File: config.mk
export PLATFORM = sky130hd
export DESIGN_NAME = string_to_signed_integer_parser
export DESIGN_NICKNAME = d
export VERILOG_FILES = /design/src/stoi_pkg.sv /design/src/stoi_dp.sv /design/src/stoi_ctrl.sv /design/src/string_to_signed_integer_parser.sv
export SDC_FILE = /design/constraint.sdc
export NUM_CORES = 1
export LEC_CHECK = 0
export BUFFER_PORTS_ARGS = -buffer_cell sky130_fd_sc_hd__buf_2
export CORE_MARGIN = 3
export CORE_UTILIZATION = 35
export DETAILED_ROUTE_END_ITERATION = 12
export PLACE_DENSITY = 0.52
export SYNTH_ARGS = -nofsm -noshare
export SYNTH_HDL_FRONTEND = slang
export SYNTH_HIERARCHICAL = 1
export SYNTH_SLANG_ARGS = --single-unit
File: constraint.sdc
create_clock -name clk -period 9.94 [get_ports clk]
set_input_delay 1.988 -clock clk [delete_from_list [all_inputs] [get_ports clk]]
set_output_delay 1.988 -clock clk [all_outputs]
set_load 0.02 [all_outputs]
File: src/stoi_pkg.sv
`timescale 1ns / 1ps

package stoi_pkg;

  localparam int OFFSET_BITS = 16;
  localparam int RADIX_BITS  = 6;
  localparam int PROD_BITS   = 64 + RADIX_BITS;

  localparam logic [RADIX_BITS-1:0] RADIX_RESET = 6'd10;
  localparam logic [RADIX_BITS-1:0] RADIX_ONE   = 6'd1;
  localparam logic [RADIX_BITS-1:0] RADIX_MAX   = 6'd36;

  localparam logic [7:0] CH_0       = 8'd48;
  localparam logic [7:0] CH_9       = 8'd57;
  localparam logic [7:0] CH_UPPER_A = 8'd65;
  localparam logic [7:0] CH_UPPER_Z = 8'd90;
  localparam logic [7:0] CH_LOWER_A = 8'd97;
  localparam logic [7:0] CH_LOWER_Z = 8'd122;
  localparam logic [7:0] CH_SPACE   = 8'd32;
  localparam logic [7:0] CH_TAB     = 8'd9;
  localparam logic [7:0] CH_CR      = 8'd13;
  localparam logic [7:0] CH_PLUS    = 8'd43;
  localparam logic [7:0] CH_MINUS   = 8'd45;
  localparam logic [7:0] CASE_GAP   = 8'd32;
  localparam logic [7:0] LETTER_BIAS = 8'd10;
  localparam logic [6:0] DIGIT_NONE = 7'd99;

  localparam logic [63:0] POS_LIMIT = 64'h7FFF_FFFF_FFFF_FFFF;
  localparam logic [63:0] NEG_LIMIT = 64'h8000_0000_0000_0000;

  localparam logic [1:0] STAT_OK      = 2'd0;
  localparam logic [1:0] STAT_RANGE   = 2'd1;
  localparam logic [1:0] STAT_BADBASE = 2'd2;

  typedef enum logic [1:0] {
    SEL_ZERO  = 2'd0,
    SEL_ACC   = 2'd1,
    SEL_LIMIT = 2'd2,
    SEL_BAD   = 2'd3
  } emit_sel_t;

  typedef struct packed {
    logic      clear;
    logic      bump;
    logic      set_sign;
    logic      mul;
    logic      commit;
    logic      emit;
    emit_sel_t sel;
  } stoi_cmd_t;

  typedef struct packed {
    logic start;
    logic space;
    logic sign;
    logic digit_ok;
    logic radix_bad;
    logic ovf;
  } stoi_sts_t;

  function automatic logic is_space(input logic [7:0] c);
    return (c == CH_SPACE) || (c >= CH_TAB && c <= CH_CR);
  endfunction

  function automatic logic [6:0] digit_of(input logic [7:0] c);
    logic [7:0] u;
    u = (c >= CH_LOWER_A && c <= CH_LOWER_Z) ? c - CASE_GAP : c;
    if (u >= CH_0 && u <= CH_9) begin
      return 7'(u - CH_0);
    end else if (u >= CH_UPPER_A && u <= CH_UPPER_Z) begin
      return 7'(u - CH_UPPER_A + LETTER_BIAS);
    end else begin
      return DIGIT_NONE;
    end
  endfunction

endpackage

File: src/stoi_dp.sv
`timescale 1ns / 1ps

module stoi_dp
  import stoi_pkg::*;
(
  input  logic                   clk,
  input  logic                   rst,
  input  logic                   cfg_we,
  input  logic [RADIX_BITS-1:0]  cfg_data,
  input  logic [7:0]             ch,
  input  logic                   start_req,
  input  stoi_cmd_t              cmd,
  output stoi_sts_t              sts,
  output logic signed [63:0]     value,
  output logic [1:0]             status,
  output logic [15:0]            end_offset
);

  logic [RADIX_BITS-1:0]  radix;
  logic [RADIX_BITS-1:0]  base;
  logic [63:0]            acc;
  logic                   negative;
  logic [OFFSET_BITS-1:0] position;
  logic [PROD_BITS-1:0]   prod;
  logic [RADIX_BITS-1:0]  digit;

  logic [RADIX_BITS-1:0]  radix_eff;
  logic [RADIX_BITS-1:0]  base_eff;
  logic [63:0]            acc_eff;
  logic [6:0]             d;
  logic [PROD_BITS-1:0]   prod_next;
  logic [PROD_BITS-1:0]   sum;
  logic [63:0]            limit;
  logic [OFFSET_BITS-1:0] pos_base;
  logic [OFFSET_BITS-1:0] position_next;
  logic [OFFSET_BITS+15:0] pos_wide;
  logic [63:0]            value_next;

  assign radix_eff = (radix == '0) ? RADIX_RESET : radix;
  assign base_eff  = start_req ? radix_eff : base;
  assign acc_eff   = start_req ? 64'd0 : acc;
  assign d         = digit_of(ch);
  assign prod_next = {{RADIX_BITS{1'b0}}, acc_eff} * {64'd0, base_eff};

  assign sum   = prod + {64'd0, digit};
  assign limit = negative ? NEG_LIMIT : POS_LIMIT;

  assign sts.start     = start_req;
  assign sts.space     = is_space(ch);
  assign sts.sign      = (ch == CH_PLUS) || (ch == CH_MINUS);
  assign sts.digit_ok  = d < {1'b0, base_eff};
  assign sts.radix_bad = (radix == RADIX_ONE) || (radix > RADIX_MAX);
  assign sts.ovf       = sum > {{RADIX_BITS{1'b0}}, limit};

  // Saturate the offset; clear and bump can land in the same cycle.
  always_comb begin
    pos_base      = cmd.clear ? '0 : position;
    position_next = pos_base;
    if (cmd.bump && pos_base != '1) begin
      position_next = pos_base + 1'b1;
    end
  end

  assign pos_wide = {16'd0, position};

  always_comb begin
    unique case (cmd.sel)
      SEL_ACC:   value_next = negative ? 64'd0 - acc : acc;
      SEL_LIMIT: value_next = limit;
      default:   value_next = 64'd0;
    endcase
  end

  always_ff @(posedge clk) begin
    if (rst) begin
      radix <= RADIX_RESET;
    end else if (cfg_we) begin
      radix <= cfg_data;
    end
  end

  always_ff @(posedge clk) begin
    position <= position_next;
    if (cmd.clear) begin
      base <= radix_eff;
      acc  <= 64'd0;
    end
    if (cmd.set_sign) begin
      negative <= (ch == CH_MINUS);
    end else if (cmd.clear) begin
      negative <= 1'b0;
    end
    if (cmd.mul) begin
      prod  <= prod_next;
      digit <= d[RADIX_BITS-1:0];
    end
    if (cmd.commit) begin
      acc <= sum[63:0];
    end
    if (cmd.emit) begin
      value <= value_next;
      unique case (cmd.sel)
        SEL_LIMIT: status <= STAT_RANGE;
        SEL_BAD:   status <= STAT_BADBASE;
        default:   status <= STAT_OK;
      endcase
      if (cmd.sel == SEL_ACC || cmd.sel == SEL_LIMIT) begin
        end_offset <= pos_wide[15:0];
      end else begin
        end_offset <= 16'd0;
      end
    end
  end

endmodule

File: src/stoi_ctrl.sv
`timescale 1ns / 1ps

module stoi_ctrl
  import stoi_pkg::*;
(
  input  logic      clk,
  input  logic      rst,
  input  logic      in_valid,
  output logic      in_stall,
  output logic      out_valid,
  input  logic      out_stall,
  input  stoi_sts_t sts,
  output stoi_cmd_t cmd
);

  typedef enum logic [4:0] {
    S_DONE = 5'b00001,
    S_LEAD = 5'b00010,
    S_SIGN = 5'b00100,
    S_DIGS = 5'b01000,
    S_CALC = 5'b10000
  } state_t;

  state_t state;
  state_t state_next;
  state_t phase_eff;
  logic   out_valid_next;
  logic   accept;
  logic   take_digit;

  assign in_stall  = (state == S_CALC) || (out_valid && out_stall);
  assign accept    = in_valid && !in_stall;
  assign phase_eff = sts.start ? S_LEAD : state;

  always_comb begin
    cmd            = '0;
    cmd.sel        = SEL_ZERO;
    state_next     = state;
    out_valid_next = out_valid && out_stall;
    take_digit     = 1'b0;

    if (state == S_CALC) begin
      if (sts.ovf) begin
        cmd.emit       = 1'b1;
        cmd.sel        = SEL_LIMIT;
        out_valid_next = 1'b1;
        state_next     = S_DONE;
      end else begin
        cmd.commit = 1'b1;
        cmd.bump   = 1'b1;
        state_next = S_DIGS;
      end
    end else if (accept) begin
      cmd.clear  = sts.start;
      state_next = phase_eff;
      if (sts.start && sts.radix_bad) begin
        cmd.emit       = 1'b1;
        cmd.sel        = SEL_BAD;
        out_valid_next = 1'b1;
        state_next     = S_DONE;
      end else begin
        unique case (phase_eff) inside
          S_LEAD: begin
            if (sts.space) begin
              cmd.bump = 1'b1;
            end else if (sts.sign) begin
              cmd.set_sign = 1'b1;
              cmd.bump     = 1'b1;
              state_next   = S_SIGN;
            end else begin
              take_digit = 1'b1;
            end
          end
          S_SIGN, S_DIGS: begin
            take_digit = 1'b1;
          end
          default: begin
          end
        endcase
        if (take_digit) begin
          if (sts.digit_ok) begin
            cmd.mul    = 1'b1;
            state_next = S_CALC;
          end else begin
            cmd.emit       = 1'b1;
            cmd.sel        = (phase_eff == S_DIGS) ? SEL_ACC : SEL_ZERO;
            out_valid_next = 1'b1;
            state_next     = S_DONE;
          end
        end
      end
    end
  end

  always_ff @(posedge clk) begin
    if (rst) begin
      state     <= S_DONE;
      out_valid <= 1'b0;
    end else begin
      state     <= state_next;
      out_valid <= out_valid_next;
    end
  end

endmodule

File: src/string_to_signed_integer_parser.sv
`timescale 1ns / 1ps
// A result is valid the cycle after the word that ends conversion, or, for a
// digit word that overflows, after its range compare in S_CALC.
// A digit word takes a 64x6 multiply, then add and range compare in S_CALC,
// with input stalled meanwhile; whitespace, sign and ignored words need neither.
// Reset (rst, synchronous): radix back to ten, no string in progress, no result.
module string_to_signed_integer_parser
  import stoi_pkg::*;
(
  input  logic                  clk,
  input  logic                  rst,
  input  logic                  in_valid,
  output logic                  in_stall,
  input  logic [7:0]            ch,
  input  logic                  start_req,
  output logic                  out_valid,
  input  logic                  out_stall,
  output logic signed [63:0]    value,
  output logic [1:0]            status,
  output logic [15:0]           end_offset,
  input  logic                  cfg_valid,
  output logic                  cfg_ready,
  input  logic [RADIX_BITS-1:0] cfg_data
);

  stoi_cmd_t cmd;
  stoi_sts_t sts;

  assign cfg_ready = 1'b1;

  stoi_ctrl u_ctrl (
    .clk       (clk),
    .rst       (rst),
    .in_valid  (in_valid),
    .in_stall  (in_stall),
    .out_valid (out_valid),
    .out_stall (out_stall),
    .sts       (sts),
    .cmd       (cmd)
  );

  stoi_dp u_dp (
    .clk        (clk),
    .rst        (rst),
    .cfg_we     (cfg_valid && cfg_ready),
    .cfg_data   (cfg_data),
    .ch         (ch),
    .start_req  (start_req),
    .cmd        (cmd),
    .sts        (sts),
    .value      (value),
    .status     (status),
    .end_offset (end_offset)
  );

endmodule

==> impl_metrics.py <==
metrics = {
    "worst_hold_path": {
        "min_from": "u_dp/position[2]",
        "worstHoldPathCells": 2,
        "whs_endpoint": "u_dp/position[2]",
        "min_path_type": "flip-flop to flip-flop",
    },
    "layout": {
        "final-seq-area_um2": 7437,
        "final_cell_mix": "and2_1 (433), inv_1 (347), fa_1 (250)",
        "multi_input_area_um2": 18520,
        "drive_gt1_share_pct": 8.746,
        "area_delta_synth_final_pct": 9.745,
        "postLayoutCellArea_um2": 30580,
        "final_common_cell": "and2_1",
        "final_net_count": 3521,
        "n_fill_cell": 8001,
    },
    "synth": {
        "syn_inst": 3083,
        "yosysUniqueCellTypes": 84,
        "synth_flop_cell": "edfxtp_1",
        "synth_edf_count": 229,
        "netlist_area_um2": 27860,
        "synth_fp_nets": 3520,
        "synth_top_family_by_area": "adder cells",
        "synth-simple-area-share_pct": 22.79,
        "ys_seq_elements": 257,
        "synthXorXnorAreaFrac_pct": 4.778,
        "postSynth.asyncResetShare_pct": 0,
        "synth_fa_ha_area_share_pct": 25.46,
        "yosysSeqAreaShare_pct": 26.69,
        "synth_compound_area_share_pct": 11.42,
        "syn_avg_cell_area_um2": 9.037,
        "synthMuxAreaShare_pct": 1.711,
        "synth_warnings": 6,
    },
    "detailed_routing": {
        "postRouteAntennaNets": 0,
        "wl_mm": 78.37,
        "firstDrtPassIters": 5,
        "wire_per_inst_um": 18.88,
        "drc_errors": 0,
        "vias": 21190,
        "drt_iter0_drc": 1315,
        "avgViaCountPerCell": 5.105,
    },
    "pwr": {
        "power.internal_mw": 2.373,
        "total_leakage_power_nw": 13.18,
        "seqPwrFrac_pct": 36.1,
        "powerDensity_nw_per_um2": 115.0,
        "peakVddDrop_uv": 112.2,
        "power_frac_comb_pct": 25.8,
        "p_switching_mw": 1.143,
        "power_frac_clock_pct": 38.1,
        "swShare_pct": 32.51,
    },
    "sta": {
        "setup_viol": 0,
        "period_needed_ns": 8.107,
        "fin_skew_ns": 0.03172,
        "hold_viol": 0,
        "rsz0062_at_grt": "no",
        "slew_violations": 0,
        "timing.fmax_ghz": 0.1234,
        "slew_headroom_pct": 33.04,
        "setup_tns_ns": 0,
        "finalCritPeriodShare_pct": 81.56,
        "max_slew.worst_pin.slew_ns": 1.004,
    },
    "setup_path": {
        "critPathBufInv": 5,
        "crit_path_end_kind": "flip-flop",
        "arrival_ns": 8.40,
        "slowest_stage": "o41ai_1",
        "r2r_start": "u_dp/prod[6]",
        "start_kind": "input port",
        "crit_chain": "buf_2 -> buf_4 -> nor2b_1 -> and2_1 -> fa_1 -> inv_1 -> fa_1 -> fa_1 -> inv_1 -> ha_1 -> nor2b_1 -> o221a_2 -> a211oi_1 -> o221ai_1 -> a21oi_1 -> o21ai_0 -> a221oi_1 -> buf_4 -> o41ai_1 -> a221oi_1 -> xnor2_1",
        "ff2ff_setup_slack_ns": 2.54,
        "rr_endpoint": "u_dp/value[51]",
        "r2r_cells": 25,
        "path_class": "input port to flip-flop",
        "cp_common_cell": "fa_1",
        "critPathTopFamily": "compound AO/OA/AOI/OAI gates",
        "path_max_fanout": 22,
        "cp.required_ns": 10.23,
        "critPathMaxStageDelay_ns": 0.81,
    },
    "global_routing": {
        "grt_usage_pct": 19.21,
        "grt_pass1_wl_mm": 125.0,
        "grt_start_max_net_pins": 140,
        "overflow": 0,
        "antenna_found_initial": 5,
        "first_global_vias": 21570,
    },
    "die": {
        "die-area_um2": 83020,
        "core_um2": 78100,
        "fp.dieH_um": 288.1,
        "initial_core_util_pct": 35.67,
        "rows": 102,
        "ioPinCount": 105,
        "fp.dieW_um": 288.1,
    },
    "clock_tree": {
        "path_clk_slew_ns": 0.06,
        "cts_root_buf": "clkbuf_16",
        "cts_hold_buffers": 0,
        "clock_sinks": 257,
        "cts_tree": "yes",
        "cts_setup_buffers": 0,
        "cts_resized": 0,
        "clk_path_buf_depth": 3,
        "cts_buffers": 36,
        "clk_latency_ns": 0.56,
        "htreeDepth": 2,
    },
    "run": {
        "cap_violations": 0,
    },
    "placed_design": {
        "placed_area_um2": 29370,
        "gp_congestion": 0.8603,
        "dp_hpwl_mm": 59.06,
        "io_buffers": 103,
    },
    "outcome": {
        "outcome": "finished, final reports clean",
    },
}
-- synth_stat cells (9+ instances only) --
cell        n  area [um^2]
and3_1     25        156.4
edfxtp_1  229         6877
and2_1    433         2709
nand2_1   144        540.5
nor2_1    248        930.9
nand4_1    46        287.8
o21ai_0    90        450.4
a211oi_1   11        82.58
nor3_1     41        205.2
nor2b_1    61        381.6
or4_1      10        75.07
fa_1      250         5005
or3_1      18        112.6
xnor2_1   103        902.1
o21bai_1   12        90.09
nor4_1     14        87.58
clkbuf_1  167        626.9
xor2_1     49        429.2
inv_1     348         1306
a21oi_1   221         1106
mux2_2     35        394.1
dfxtp_1    28        560.5
a21boi_0    9        67.56
ha_1      167         2090
nand3_1    62        310.3
o21a_1     15        112.6
nand2b_1   26        162.7
a21o_1     75        563.0
-- per-stage QoR --
stage	util, %	setup WS [ns]	std cells	hold slack [ns]	power, mW
global placement	37.60	1.449	4086	0.5197	2.204
finish	39.15	1.833	4151	0.5309	3.516
CTS	39.14	1.902	4150	0.5321	3.564
global route	39.14	1.339	4150	0.5625	3.728
floorplan	-	1.550	3083	0.4795	1.944
detailed placement	37.60	1.307	4086	0.5193	2.197
-- metal layers --
| metal | vias to the layer above | track usage, % | wire length (um) |
|---|---|---|---|
| li1 | 10240 | - | - |
| met1 | 10400 | 27.30 | 37380 |
| met2 | 457 | 30.71 | 34910 |
| met3 | 92 | 3.244 | 4584 |
| met4 | 0 | 4.255 | 1495 |
| met5 | - | 0 | 0 |
-- registers in the layout, summed over array words and instances (netlist names) --
register,cells
u_dp/value,64
u_ctrl/out_valid,1
u_dp/base,6
u_dp/status,2
u_dp/digit,6
u_dp/prod,70
u_ctrl/state,5
u_dp/negative,1
u_dp/end_offset,16
u_dp/position,16
u_dp/radix,6
u_dp/acc,64
-- power groups by stage --
stage | Clock, mW | Sequential (mW) | Combinational (mW)
after floorplan | 0 | 1.29 | 0.656
after global placement | 0 | 1.29 | 0.910
after detailed placement | 0 | 1.29 | 0.904
after CTS | 1.38 | 1.27 | 0.913
after global routing | 1.42 | 1.28 | 1.03
final | 1.34 | 1.27 | 0.907
-- cell type report --
| class | instances | share of cell area, % |
|---|---|---|
| repair buffers | 139 | 2.611 |
| inverters | 348 | 4.272 |
| flip-flops and latches | 257 | 24.32 |
| clock buffers | 39 | 3.016 |
| clock inverters | 25 | 0.9330 |
| diodes | 1 | 0.008184 |
| multi-input cells | 2302 | 60.58 |
| well taps | 1040 | 4.256 |
-- logic make-up (layout without fill, tap and decap cells) --
kind of cell | count (synthesis) | in the layout
adder cells (fa/ha/maj) | 417 | 417
other | 1 | 2
buffers and inverters | 524 | 551
flip-flops | 257 | 257
XOR/XNOR | 152 | 152
multiplexers | 43 | 43
AND/OR/NAND/NOR | 1172 | 1172
AO/OA/AOI/OAI | 517 | 517
-- worst reg2reg max path, delay by kind of cell, from the launching register on --
kind	cells	cell delay, ns
xor+xnor	1	0.42
compound gates	12	2.50
simple gates	9	2.99
buf+inv	1	0.16
fa+ha+maj	2	0.59
flops	1	0.43
-- worst max-delay path by stage --
stage | startpoint | to | cells after the start
after floorplan | ch[0] | u_dp/digit[0] | 20
after global placement | start_req | u_dp/prod[67] | 19
after detailed placement | start_req | u_dp/prod[67] | 21
after CTS | start_req | u_dp/prod[67] | 21
after global routing | start_req | u_dp/prod[67] | 19
final | start_req | u_dp/prod[67] | 21
Note: power is estimated with default switching activity, not from simulation.
